--- src/sv/dynamo_brake_light_detector_assert.svh ---
// ----------------------------------------------------------------------------
// Assertion macros for the dynamo brake light detector
// Clocked, reset-gated implication checks used by the top-level RTL file.
// ----------------------------------------------------------------------------
`ifndef DYNAMO_BRAKE_LIGHT_DETECTOR_ASSERT_SVH
`define DYNAMO_BRAKE_LIGHT_DETECTOR_ASSERT_SVH

// same-cycle implication
`define DBLD_ASSERT_NOW(label, clk, rst_n, ante, cons) \
  label: assert property (@(posedge clk) disable iff (!rst_n) (ante) |-> (cons)) \
    else $error("dbld check failed");

// next-cycle implication
`define DBLD_ASSERT_NEXT(label, clk, rst_n, ante, cons) \
  label: assert property (@(posedge clk) disable iff (!rst_n) (ante) |=> (cons)) \
    else $error("dbld check failed");

`endif

--- src/sv/dbld_pkg.sv ---
`default_nettype none
// ----------------------------------------------------------------------------
// dbld_pkg
// Word types, register map, reset values and event codes of the detector.
// ----------------------------------------------------------------------------
package dbld_pkg;

  localparam int CFG_IDX_W  = 3;
  localparam int CFG_DATA_W = 16;

  localparam logic [1:0] CMD_CAPTURE = 2'd0;
  localparam logic [1:0] CMD_TICK    = 2'd1;
  localparam logic [1:0] CMD_SUPPLY  = 2'd2;

  localparam logic [CFG_IDX_W-1:0] REG_BRAKE_DUTY       = 3'd0;
  localparam logic [CFG_IDX_W-1:0] REG_CRUISE_DUTY      = 3'd1;
  localparam logic [CFG_IDX_W-1:0] REG_LOW_POWER_DUTY   = 3'd2;
  localparam logic [CFG_IDX_W-1:0] REG_SPEED_GATE       = 3'd3;
  localparam logic [CFG_IDX_W-1:0] REG_SUPPLY_THRESHOLD = 3'd4;

  localparam logic [7:0]  RST_BRAKE_DUTY       = 8'hff;
  localparam logic [7:0]  RST_CRUISE_DUTY      = 8'h4f;
  localparam logic [7:0]  RST_LOW_POWER_DUTY   = 8'h15;
  localparam logic [15:0] RST_SPEED_GATE       = 16'd20;
  localparam logic [7:0]  RST_SUPPLY_THRESHOLD = 8'd94;

  localparam logic [7:0]  RST_FRONT_LEVEL = 8'hff;
  localparam logic [7:0]  RST_REAR_LEVEL  = 8'h4f;
  localparam logic [15:0] COUNT_MAX       = 16'hffff;

  localparam int LIMIT_SHIFT_A = 6;
  localparam int LIMIT_SHIFT_B = 7;

  typedef struct packed {
    logic [1:0]  cmd;
    logic [15:0] capture_time;
    logic [7:0]  supply_sample;
  } in_word_t;

  typedef struct packed {
    logic [7:0] front_duty;
    logic [7:0] rear_duty;
  } out_word_t;

  typedef struct packed {
    logic [7:0]  brake_duty;
    logic [7:0]  cruise_duty;
    logic [7:0]  low_power_duty;
    logic [15:0] speed_gate;
    logic [7:0]  supply_threshold;
  } regs_t;

  typedef struct packed {
    logic [15:0] last_capture;
    logic [15:0] last_period;
    logic [15:0] pulse_count;
    logic [15:0] last_pulse_count;
    logic [7:0]  front_level;
    logic [7:0]  rear_level;
  } state_t;

endpackage

`default_nettype wire

--- src/sv/dynamo_brake_light_detector.sv ---
`default_nettype none
// ----------------------------------------------------------------------------
// dynamo_brake_light_detector
// Brake detection from dynamo pulse timing; sets front and rear light duty.
// ----------------------------------------------------------------------------
//  channel | signals                        | direction | word
//  --------+--------------------------------+-----------+--------------------
//  in      | in_valid in_ready in_data      | input     | cmd, time, sample
//  out     | out_valid out_ready out_data   | output    | front, rear duty
//  cfg     | cfg_valid cfg_ready cfg_index  | input     | register write
//          | cfg_data                       |           |
//
// One event per cycle unless a stalled result holds it back: input register,
// event logic, result register; out_valid rises when the result register loads.
// The state update and result load happen together in the event stage.
// A stalled result holds the event stage; the input register takes one more.
// Synchronous active-low reset restores register defaults and light levels.
// cfg_ready is always high.
// ----------------------------------------------------------------------------
`include "dynamo_brake_light_detector_assert.svh"

module dynamo_brake_light_detector (
  input  wire                                clk,
  input  wire                                rst_n,
  input  wire                                in_valid,
  output logic                               in_ready,
  input  var dbld_pkg::in_word_t             in_data,
  output logic                               out_valid,
  input  wire                                out_ready,
  output dbld_pkg::out_word_t                out_data,
  input  wire                                cfg_valid,
  output logic                               cfg_ready,
  input  wire [dbld_pkg::CFG_IDX_W-1:0]      cfg_index,
  input  wire [dbld_pkg::CFG_DATA_W-1:0]     cfg_data
);
  import dbld_pkg::*;

  logic      in_vld_r;
  in_word_t  in_word_r;
  logic      out_vld_r;
  out_word_t out_word_r;
  regs_t     regs_r;
  state_t    state_r;
  state_t    state_nxt;
  logic      advance;

  assign advance   = in_vld_r && (!out_vld_r || out_ready);
  assign in_ready  = !in_vld_r || advance;
  assign out_valid = out_vld_r;
  assign out_data  = out_word_r;
  assign cfg_ready = 1'b1;

  dbld_core u_core (
    .item (in_word_r),
    .regs (regs_r),
    .cur  (state_r),
    .nxt  (state_nxt)
  );

  always_ff @(posedge clk) begin
    if (!rst_n) begin
      in_vld_r <= 1'b0;
    end else if (in_ready) begin
      in_vld_r <= in_valid;
    end
  end

  always_ff @(posedge clk) begin
    if (in_valid && in_ready) begin
      in_word_r <= in_data;
    end
  end

  always_ff @(posedge clk) begin
    if (!rst_n) begin
      out_vld_r <= 1'b0;
    end else if (advance) begin
      out_vld_r <= 1'b1;
    end else if (out_ready) begin
      out_vld_r <= 1'b0;
    end
  end

  always_ff @(posedge clk) begin
    if (advance) begin
      out_word_r.front_duty <= state_nxt.front_level;
      out_word_r.rear_duty  <= state_nxt.rear_level;
    end
  end

  always_ff @(posedge clk) begin
    if (!rst_n) begin
      state_r.last_capture     <= 16'd0;
      state_r.last_period      <= 16'd0;
      state_r.pulse_count      <= 16'd0;
      state_r.last_pulse_count <= 16'd0;
      state_r.front_level      <= RST_FRONT_LEVEL;
      state_r.rear_level       <= RST_REAR_LEVEL;
    end else if (advance) begin
      state_r <= state_nxt;
    end
  end

  always_ff @(posedge clk) begin
    if (!rst_n) begin
      regs_r.brake_duty       <= RST_BRAKE_DUTY;
      regs_r.cruise_duty      <= RST_CRUISE_DUTY;
      regs_r.low_power_duty   <= RST_LOW_POWER_DUTY;
      regs_r.speed_gate       <= RST_SPEED_GATE;
      regs_r.supply_threshold <= RST_SUPPLY_THRESHOLD;
    end else if (cfg_valid && cfg_ready) begin
      unique case (cfg_index)
        REG_BRAKE_DUTY:       regs_r.brake_duty       <= cfg_data[7:0];
        REG_CRUISE_DUTY:      regs_r.cruise_duty      <= cfg_data[7:0];
        REG_LOW_POWER_DUTY:   regs_r.low_power_duty   <= cfg_data[7:0];
        REG_SPEED_GATE:       regs_r.speed_gate       <= cfg_data[15:0];
        REG_SUPPLY_THRESHOLD: regs_r.supply_threshold <= cfg_data[7:0];
        default: begin
        end
      endcase
    end
  end

  // event stage never blocks input while the result slot is empty
  `DBLD_ASSERT_NOW(a_ready_when_empty, clk, rst_n, !out_vld_r, in_ready)
  // tick clears the pulse count
  `DBLD_ASSERT_NEXT(a_tick_clears, clk, rst_n, advance && in_word_r.cmd == CMD_TICK,
                    state_r.pulse_count == 16'd0)
  // pulse count saturates
  `DBLD_ASSERT_NEXT(a_count_sat, clk, rst_n,
                    advance && in_word_r.cmd == CMD_CAPTURE &&
                    state_r.pulse_count == COUNT_MAX,
                    state_r.pulse_count == COUNT_MAX)
  // only a supply sample moves the front level
  `DBLD_ASSERT_NEXT(a_front_stable, clk, rst_n,
                    !(advance && in_word_r.cmd == CMD_SUPPLY),
                    $stable(state_r.front_level))

endmodule

`default_nettype wire

--- src/sv/dbld_core.sv ---
`default_nettype none
// ----------------------------------------------------------------------------
// dbld_core
// Next-state logic for one event: capture, period tick or supply sample.
// ----------------------------------------------------------------------------
module dbld_core (
  input  var dbld_pkg::in_word_t item,
  input  var dbld_pkg::regs_t    regs,
  input  var dbld_pkg::state_t   cur,
  output dbld_pkg::state_t       nxt
);
  import dbld_pkg::*;

  logic [15:0] period;
  logic [17:0] limit;
  logic [16:0] count_inc;

  assign period    = item.capture_time - cur.last_capture;
  assign limit     = {2'b00, cur.last_period}
                   + {2'b00, cur.last_period >> LIMIT_SHIFT_A}
                   + {2'b00, cur.last_period >> LIMIT_SHIFT_B};
  assign count_inc = {1'b0, cur.pulse_count} + 17'd1;

  always_comb begin
    nxt = cur;
    unique case (item.cmd)
      CMD_CAPTURE: begin
        if (cur.last_pulse_count < regs.speed_gate) begin
          if ({2'b00, period} > limit) begin
            nxt.rear_level = regs.brake_duty;
          end else if (period < cur.last_period) begin
            nxt.rear_level = regs.cruise_duty;
          end
        end
        nxt.last_capture = item.capture_time;
        nxt.last_period  = period;
        if (cur.pulse_count != COUNT_MAX) begin
          nxt.pulse_count = count_inc[15:0];
        end
      end
      CMD_TICK: begin
        if (cur.pulse_count >= regs.speed_gate) begin
          if (count_inc < {1'b0, cur.last_pulse_count}) begin
            nxt.rear_level = regs.brake_duty;
          end else if (cur.pulse_count > cur.last_pulse_count) begin
            nxt.rear_level = regs.cruise_duty;
          end
        end
        nxt.last_pulse_count = cur.pulse_count;
        nxt.pulse_count      = 16'd0;
      end
      CMD_SUPPLY: begin
        if (item.supply_sample > regs.supply_threshold) begin
          nxt.front_level = regs.low_power_duty;
          nxt.rear_level  = regs.low_power_duty;
        end
      end
      default: begin
        nxt = cur;
      end
    endcase
  end

endmodule

`default_nettype wire
--- config.mk ---
export PLATFORM = sky130hd
export DESIGN_NAME = dynamo_brake_light_detector
export DESIGN_NICKNAME = d
export VERILOG_FILES = /design/src/sv/dbld_pkg.sv /design/src/sv/dynamo_brake_light_detector.sv /design/src/sv/dbld_core.sv
export VERILOG_INCLUDE_DIRS = /design/src /design/src/sv
export SDC_FILE = /design/constraint.sdc
export NUM_CORES = 1
export LEC_CHECK = 0
export ABC_AREA = 1
export BUFFER_PORTS_ARGS = -buffer_cell sky130_fd_sc_hd__buf_2
export CAP_MARGIN = 20
export CORE_MARGIN = 2
export CORE_UTILIZATION = 45
export DETAILED_ROUTE_END_ITERATION = 8
export HOLD_SLACK_MARGIN = 0.12
export MAX_ROUTING_LAYER = met4
export PLACE_DENSITY = 0.63
export SLEW_MARGIN = 10
export SYNTH_ARGS = -nofsm -noshare
export SYNTH_HDL_FRONTEND = slang
export SYNTH_SLANG_ARGS = --single-unit
--- constraint.sdc ---
create_clock -name clk -period 5.2 [get_ports clk]
set_clock_uncertainty 0.2 [all_clocks]
set_input_delay 0.52 -clock clk [delete_from_list [all_inputs] [get_ports clk]]
set_output_delay 0.52 -clock clk [all_outputs]
set_load 0.03 [all_outputs]
==> results of run 1 <==
-- how the worst min path moves through the flow --
stage	endpoint	slack, ns	cells after the start
floorplan	regs_r[24]	0.23	2
global placement	regs_r[28]	0.24	2
detailed placement	regs_r[26]	0.24	2
CTS	regs_r[17]	0.14	3
global route	regs_r[16]	0.16	3
finish	regs_r[16]	0.15	3
-- layer usage --
metal / vias up / share of wire / track usage
met1: 4716 / 0.50 / 0.3289
met3: 27 / 0.048 / 0.03297
met5: - / 0 / -
met2: 224 / 0.43 / 0.3489
li1: 5439 / - / -
met4: 0 / 0.016 / 0.05172
-- cell families (layout without fill, tap and decap cells) --
kind of cell,Yosys count,after routing
xor gates and xnor gates,45,45
adders and majority gates,141,141
DFF,172,172
other,1,1
and+or+nand+nor,617,617
buffers and inverters,270,373
AOI/OAI and AO/OA,343,343
-- tightest hold or removal path: cells and delay by family --
kind	cells	cell delay [ns]
compound gates	2	0.17
buf+inv	1	0.07
-- state kept, by name, summed over array words and instances, names as in the netlist --
register	flops
out_data	16
out_valid	1
state_r	80
in_vld_r	1
in_word_r	26
regs_r	48
-- through the flow --
step	TNS, ns	instance area (um^2)	setup WS [ns]	hold WS (ns)	std cells
finish	0	13390	0.3321	0.1474	2027
global route	-0.03403	13390	-0.02273	0.1602	2027
CTS	0	13320	0.07915	0.1429	2024
detailed placement	-0.001253	12430	-0.001253	0.2445	1966
global placement	0	12430	0.1301	0.2392	1966
floorplan	0	11740	0.4982	0.2292	1589
-- report_power, final --
part / internal [mW] / switching, mW / leakage [nW]
combinational: 0.329 / 0.577 / 4.72
sequential: 1.44 / 0.0449 / 1.46
clock: 0.668 / 0.679 / 0.302
-- layout by cell type (no fill, tap or decap), drive strengths merged, types with 12 or more instances in the layout --
cell and n:
nor3 18, dlygate4sd3 26, dfxtp 130, o211ai 12, ha 138, clkbuf 17
clkinv 13, nor2 80, nand3 106, buf 83, edfxtp 42, a21oi 189
xor2 35, nand4 18, nand2 382, inv 234, o21ai 113
-- final cells by class --
type	count	share of cell area
sequential	172	0.2889
inverter	232	0.06513
clock inverter	15	0.01523
tap	335	0.03131
multi-input combinational	1147	0.5133
clock buffer	17	0.03177
timing repair buffer	109	0.05439
-- timing repair --
| item | CTS | global route |
|---|---|---|
| gates resized for setup | 1 | 10 |
| hold endpoints to repair | 26 | 0 |
| setup buffers | 0 | 3 |
| setup endpoints to repair | 8 | 16 |
| pin swaps | 0 | 3 |
| hold buffers | 26 | 0 |
==> results.md, run 1 <==
Flow run:
- The number of maximum-capacitance constraint violations is 0.

Synthesis:
- The number of nets handed over by synthesis was 1780.
- The leading register cell type out of synthesis is sky130_fd_sc_hd__dfxtp_1.
- The mapped netlist covers 11740 um^2.
- The fraction of the yosys area taken by sequential cells is 0.3291.
- Of the total synthesized cell area, the portion taken by AND, OR, NAND and NOR gates is 0.2384.
- In the post-synthesis netlist, the cell with the most instances is sky130_fd_sc_hd__nand2_1.
- The number of synthesis warnings is 0.
- For this run, asynchronously set or reset flops after synthesis account for 0.
- The library cell occupying the most area in the post-synthesis netlist is sky130_fd_sc_hd__dfxtp_1.
- Counting instances in the post-synthesis netlist gives the leading cell types as sky130_fd_sc_hd__nand2_1 (366), sky130_fd_sc_hd__inv_1 (222), sky130_fd_sc_hd__a21oi_1 (189).
- Measured against the total synthesized area, the mux share comes to 0.
- The mean instance size in the synthesized netlist is 7.388 um^2.
- Of the total synthesized cell area, the portion taken by full adders, half adders and majority gates is 0.1522.
- The dominant combinational cell family by area after synthesis is simple AND/OR/NAND/NOR gates.
- The gate count after technology mapping is roughly 1600.
- The synthesized design contains about 170 register bits.
- The number of enable flip-flop cells after synthesis is 42.
- The unique cell type count in the Yosys netlist is 49.
- The share of synthesized area in the top cell type comes to 0.2217.
- Of the total synthesized cell area, the portion taken by XOR and XNOR cells is 0.03421.
- After synthesis, the cell types taking the most area are sky130_fd_sc_hd__dfxtp_1 (22%), sky130_fd_sc_hd__ha_1 (15%), sky130_fd_sc_hd__nand2_1 (12%).
- The post-synthesis compound-gate area fraction was 0.1573.

Die:
- The initial cell density of the core is 0.4544.
- After floorplanning, the core was sized to cover 25840 um^2.
- The floorplan has 59 rows.
- The die height is between 150 and 200 um.
- The number of top-level pins is 69.
- In this run the horizontal extent of the chip is 165.5 um.
- The die footprint is 27400 um^2.

Power and ir drop:
- The largest voltage drop on the vdd net is 0.2030 mV.
- Dividing total power by cell area gives a power density of 279.0 nW/um^2.
- The analysis attributes to cell leakage a power of around 6.5 nW.
- After layout, the design draws a total of roughly 3.7 mW.

Setup path:
- The slowest library cell on the worst path is sky130_fd_sc_hd__fa_1.
- Data arrives at the worst endpoint at 4.86 ns.
- The critical path crosses 27 cells after its start point.
- The type of element capturing the critical path is a flop.
- STA classifies the critical path startpoint as a flop.
- In this run the critical register-to-register path is launched from state_r[48].
- In this run the critical register-to-register path is captured at out_data[4].
- Data on the critical path is required at its endpoint by around 5.2 ns.
- The largest single stage delay on the critical path is roughly 0.41 ns.
- For the worst flop-to-flop path, the logic depth is 27.
- The type of the setup path with the least slack is reg -> reg.
- Across all register-to-register paths, the minimum setup slack is 0.33 ns.
- The most numerous cell type found on the critical path is sky130_fd_sc_hd__nand2_1.
- The worst-path maximum fanout is 8.
- The number of buffers and inverters on the critical path is 2.
- Following the worst setup path forward leads to its endpoint at out_data[4].
- The critical path starts at state_r[48].
- On the critical path the largest part of the delay comes from simple AND/OR/NAND/NOR gates.

GRT:
- The number of global-route vias before repair is between 9000 and 10000.
- The total global routing track utilization is 0.2313.
- The global-route congestion overflow total is 0.
- The first global-routing pass estimated about 49000 um of wire.
- The maximum number of pins on one net before global-route repair is 87.
- The initial antenna violation count came to 0.

STA:
- The transition time at the pin with the least slew margin is 0.8337 ns.
- The maximum clock frequency is approximately 210 MHz.
- The final number of max-transition violations is 0.
- The worst path needs 4.868 ns of the cycle, external delays included.
- The total setup violations reported at the end of the flow is 0.
- The relative max-transition margin is 0.4442.
- The final count of hold timing violations is 0.
- The share of the cycle needed by the critical path after routing is 0.9361.

Layout:
- Fill cells in the final layout number 2506.
- The area growth from synthesis to layout is 14.05%.
- The final net count is 1870.
- The fraction of layout cells with a size suffix above 1 is 0.1093.
- The sequential cell area is 3867 um^2.
- The area occupied by multi-input gates is 6873 um^2.
- The final core area utilization is 0.5182.
- The number of antenna repair diodes is 0.

Place:
- The count of buffers from port buffering is 67.
- The wire-length estimate of the detail-placed layout is 22000 um.
- At the end of routability-driven placement, the weighted congestion stood at a little under 0.9.

Worst hold path:
- The start point of the worst min-delay path is cfg_data[8].
- The path type of the worst min-delay path is in -> reg.

Clock tree:
- The clock edge transition at the registers on the reported setup and hold paths is 0.08 ns.
- The CTS tree is done.
- The number of levels the H-tree was split into is 4.
- Clock tree synthesis selected as its root buffer the cell sky130_fd_sc_hd__clkbuf_16.
- The number of buffers on the longest clock path is 2.
- The number of buffers inserted during clock tree synthesis is 17.
- For this design, the sink count on the clock tree is between 150 and 200.
- The clock insertion delay at the later pin of the skew report is between 0.4 and 0.5 ns.

Routing:
- In this run the remaining antenna-violating nets after routing total 0.
- The number of iterations in the first detailed-routing pass is 5.
- The final routed wire length divided by cell count is 14.58 um.
- After detailed routing, the number of remaining DRC violations is 0.
- Summed over all layers, the routed wires come to roughly 30000 um.
- The detailed router placed 10410 vias in this run.
- Using the TritonRoute via totals, the vias-per-cell ratio works out to 5.134.
- The count of routing violations after the opening detailed-route iteration is between 800 and 900.

Run status:
- The flow ran to the end, and the final reports show no timing, DRC or antenna violations.
Note: power is estimated with default switching activity, not from simulation.
==> run 2: changes to the inputs <==
--- a/config.mk
+++ b/config.mk
@@ -9,12 +9,14 @@
 export ABC_AREA = 1
 export BUFFER_PORTS_ARGS = -buffer_cell sky130_fd_sc_hd__buf_2
 export CAP_MARGIN = 20
+export CORE_ASPECT_RATIO = 0.8
 export CORE_MARGIN = 2
 export CORE_UTILIZATION = 45
+export CTS_BUF_LIST = sky130_fd_sc_hd__clkbuf_2 sky130_fd_sc_hd__clkbuf_4 sky130_fd_sc_hd__clkbuf_8
 export DETAILED_ROUTE_END_ITERATION = 8
 export HOLD_SLACK_MARGIN = 0.12
 export MAX_ROUTING_LAYER = met4
-export PLACE_DENSITY = 0.63
+export PLACE_DENSITY = 0.71
 export SLEW_MARGIN = 10
 export SYNTH_ARGS = -nofsm -noshare
 export SYNTH_HDL_FRONTEND = slang
==> run 2 against run 1 <==
Setup slack improved by 0.015 ns. Critical path type unchanged. Highest routed layer unchanged. Wire length rose by 3.5%. Flip-flop and latch count unchanged.
==> results.md, run 2 (synthesized netlist as in run 1, its figures left out) <==
Place:
- Routability-driven placement finished with a final weighted congestion of approximately 0.9.
- Port buffering added 67 buffers.
- The estimated wirelength of the detail-placed design is 23490 um.

Setup path:
- The critical path contains buffers and inverters numbering 3 combined.
- The worst-path maximum fanout is 8.
- In this design, the stage delay of the slowest critical-path cell is 0.39 ns.
- The worst register-to-register path begins at state_r[54].
- The type of the setup path with the least slack is reg -> reg.
- STA puts the critical path data required time at 5.43 ns.
- The largest individual stage delay along the critical path comes from the cell sky130_fd_sc_hd__fa_1.
- The type of element capturing the critical path is a flop.
- Data arrives at the worst endpoint at 5.08 ns.
- The type of origin of the critical path is a flop.
- The most critical setup path has its startpoint at state_r[54].
- Among the stages of the critical path, the cell type that occurs most often is sky130_fd_sc_hd__nand2_1.
- In this design, the largest share of critical-path delay is due to simple AND/OR/NAND/NOR gates.

Power and ir drop:
- For this design the ratio of total power to cell area is 249.4 nW/um^2.
- In this run the static leakage power is roughly 6.4 nW.
- Across the VDD grid, the largest voltage drop is 0.1504 mV.

Routing:
- The overall via count from detail_route is about 11000.
- The number of nets with antenna violations after routing is 0.
- The count of routing violations after the opening detailed-route iteration is 815.
- Dividing the detail-routed wire length by the instance count gives ~15 um.
- The pre-antenna-repair detailed-routing pass consisted of 6 iterations.
- The via density per instance is 5.170.
- The total wire length is 30580 um.
- For this run, design rule violations remaining after detail routing come to 0.

Clock tree:
- The number of buffers inserted during clock tree synthesis is 17.
- The clock insertion delay at the later pin of the skew report is approximately 0.47 ns.
- The CTS tree is done.
- The number of levels the H-tree was split into is 4.
- The cell sitting at the root of the clock tree is a sky130_fd_sc_hd__clkbuf_8.
- The clock edge transition at the registers on the reported setup and hold paths is 0.10 ns.
- Counting every sink on the clock net gives 172.
- The number of buffers on the longest clock path is 2.

Die:
- The die height is ~150 um.
- The die is 184.6 um wide.
- The initial utilization of the core area, before any placement, comes to 0.4615.
- The die footprint is 27410 um^2.
- In this run the core area contains 52 standard-cell rows.
- The total area inside the core boundary comes to 25440 um^2.
- The number of top-level pins is 69.

Layout:
- The largest registers in the layout are state_r (80), regs_r (48), in_word_r (26).
- The number of antenna repair diodes is 0.
- The final net count is 1874.
- The register with the most flip-flops in the layout has 80 of them.
- The area occupied by multi-input gates is 6859 um^2.
- The top cell types in the final layout, fill and taps aside, are sky130_fd_sc_hd__nand2_1 (366), sky130_fd_sc_hd__inv_1 (222), sky130_fd_sc_hd__a21oi_1 (189).
- The most frequent standard cell in the layout excluding fill and tap cells is sky130_fd_sc_hd__nand2_1.
- Relative to the synthesized area, the layout overhead comes to 12.11%.
- The fill cell instance count of the final layout is 2492.
- At the end of the flow the core is filled with cells to 0.5174.
- In the final layout, the share of cells above drive strength 1 is 0.1067.
- The sequential cell area is 3866 um^2.
- The register with the most flip-flops is state_r.

STA:
- The time the worst path needs with I/O delays and setup is a little under 5 ns.
- The final count of hold timing violations is 0.
- The maximum clock frequency is about 200 MHz.
- Setup violations remaining at the end of the flow were counted as 0.
- Dividing the final minimum period by the clock period gives 0.9332.
- In this run the tightest slew margin relative to its limit is 0.4350.
- The transition time at the pin with the least slew margin is roughly 0.85 ns.
- The worst hold slack across all endpoints is ~0.14 ns.
- The final number of max-transition violations is 0.

GRT:
- The total global routing track utilization is 0.2377.
- The initial antenna violation count was 0.
- The wire length of the first global-routing pass is 50000 um.
- The maximum number of pins on one net before global-route repair is 87.
- The number of global-route vias before repair is 9653.
- The global-route congestion overflow total is 0.

Worst hold path:
- The startpoint identified for the worst hold timing path is cfg_data[8].
- In this run the worst hold path is classified as in -> reg.

Run status:
- The flow ran to the end, and the final reports show no timing, DRC or antenna violations.

Flow run:
- The tool flagged a number of max-cap violations equal to 0.
## run 2: area by class of cell
| class | count | area share |
|---|---|---|
| multi-input cells | 1147 | 0.5212 |
| flip-flops and latches | 172 | 0.2938 |
| inverters | 232 | 0.06626 |
| repair buffers | 113 | 0.05818 |
| well taps | 351 | 0.03337 |
| clock buffers | 18 | 0.01882 |
| clock inverters | 14 | 0.008461 |
## run 2: stage by stage
step,total power [mW],worst slack [ns],setup TNS (ns),cells,area [um^2]
floorplan,2.145,0.4982,0,1589,11740
global placement,2.367,0.2193,0,1982,12450
detailed placement,2.383,0.09258,0,1982,12450
CTS,3.292,0.05731,0,2045,13120
global route,3.496,-0.02743,-0.07745,2047,13160
finish,3.282,0.3474,0,2047,13160
## run 2: worst register-to-register path: cells and delay by family, from the launching register on
kind | cells | cell delay (ns)
AND/OR/NAND/NOR | 15 | 1.53
adder cells (fa/ha/maj) | 4 | 1.25
buffers and inverters | 3 | 0.34
XOR/XNOR | 2 | 0.24
flip-flops | 1 | 0.36
AO/OA/AOI/OAI | 5 | 0.88
## run 2: path summary, 6_finish.rpt
check	to	slack, ns	depth (start not counted)
worst max-delay path	state_r[0]	0.35	29
worst min-delay path	regs_r[16]	0.14	3
worst max register to register	state_r[0]	0.35	29
worst min register to register	regs_r[7]	0.26	2
## run 2: power breakdown
group | switching, mW | internal, mW | total, mW
clock network | 0.539 | 0.352 | 0.891
registers | 0.0441 | 1.44 | 1.48
logic | 0.582 | 0.326 | 0.908
total | 1.17 | 2.12 | 3.28
## run 2: routing by layer
| layer | track usage | up-vias | part of all wire |
|---|---|---|---|
| li1 | - | 5451 | - |
| met5 | - | - | 0 |
| met3 | 0.03330 | 33 | 0.060 |
| met4 | 0.06400 | 0 | 0.019 |
| met2 | 0.3340 | 277 | 0.40 |
| met1 | 0.3538 | 4821 | 0.52 |
## run 2: repair_timing
| action | in CTS | in global routing |
|---|---|---|
| hold buffers | 31 | 0 |
| gates resized for setup | 0 | 8 |
| endpoints found under the hold margin | 34 | 0 |
| buffers inserted | 0 | 1 |
| endpoints found under the setup margin | 0 | 16 |
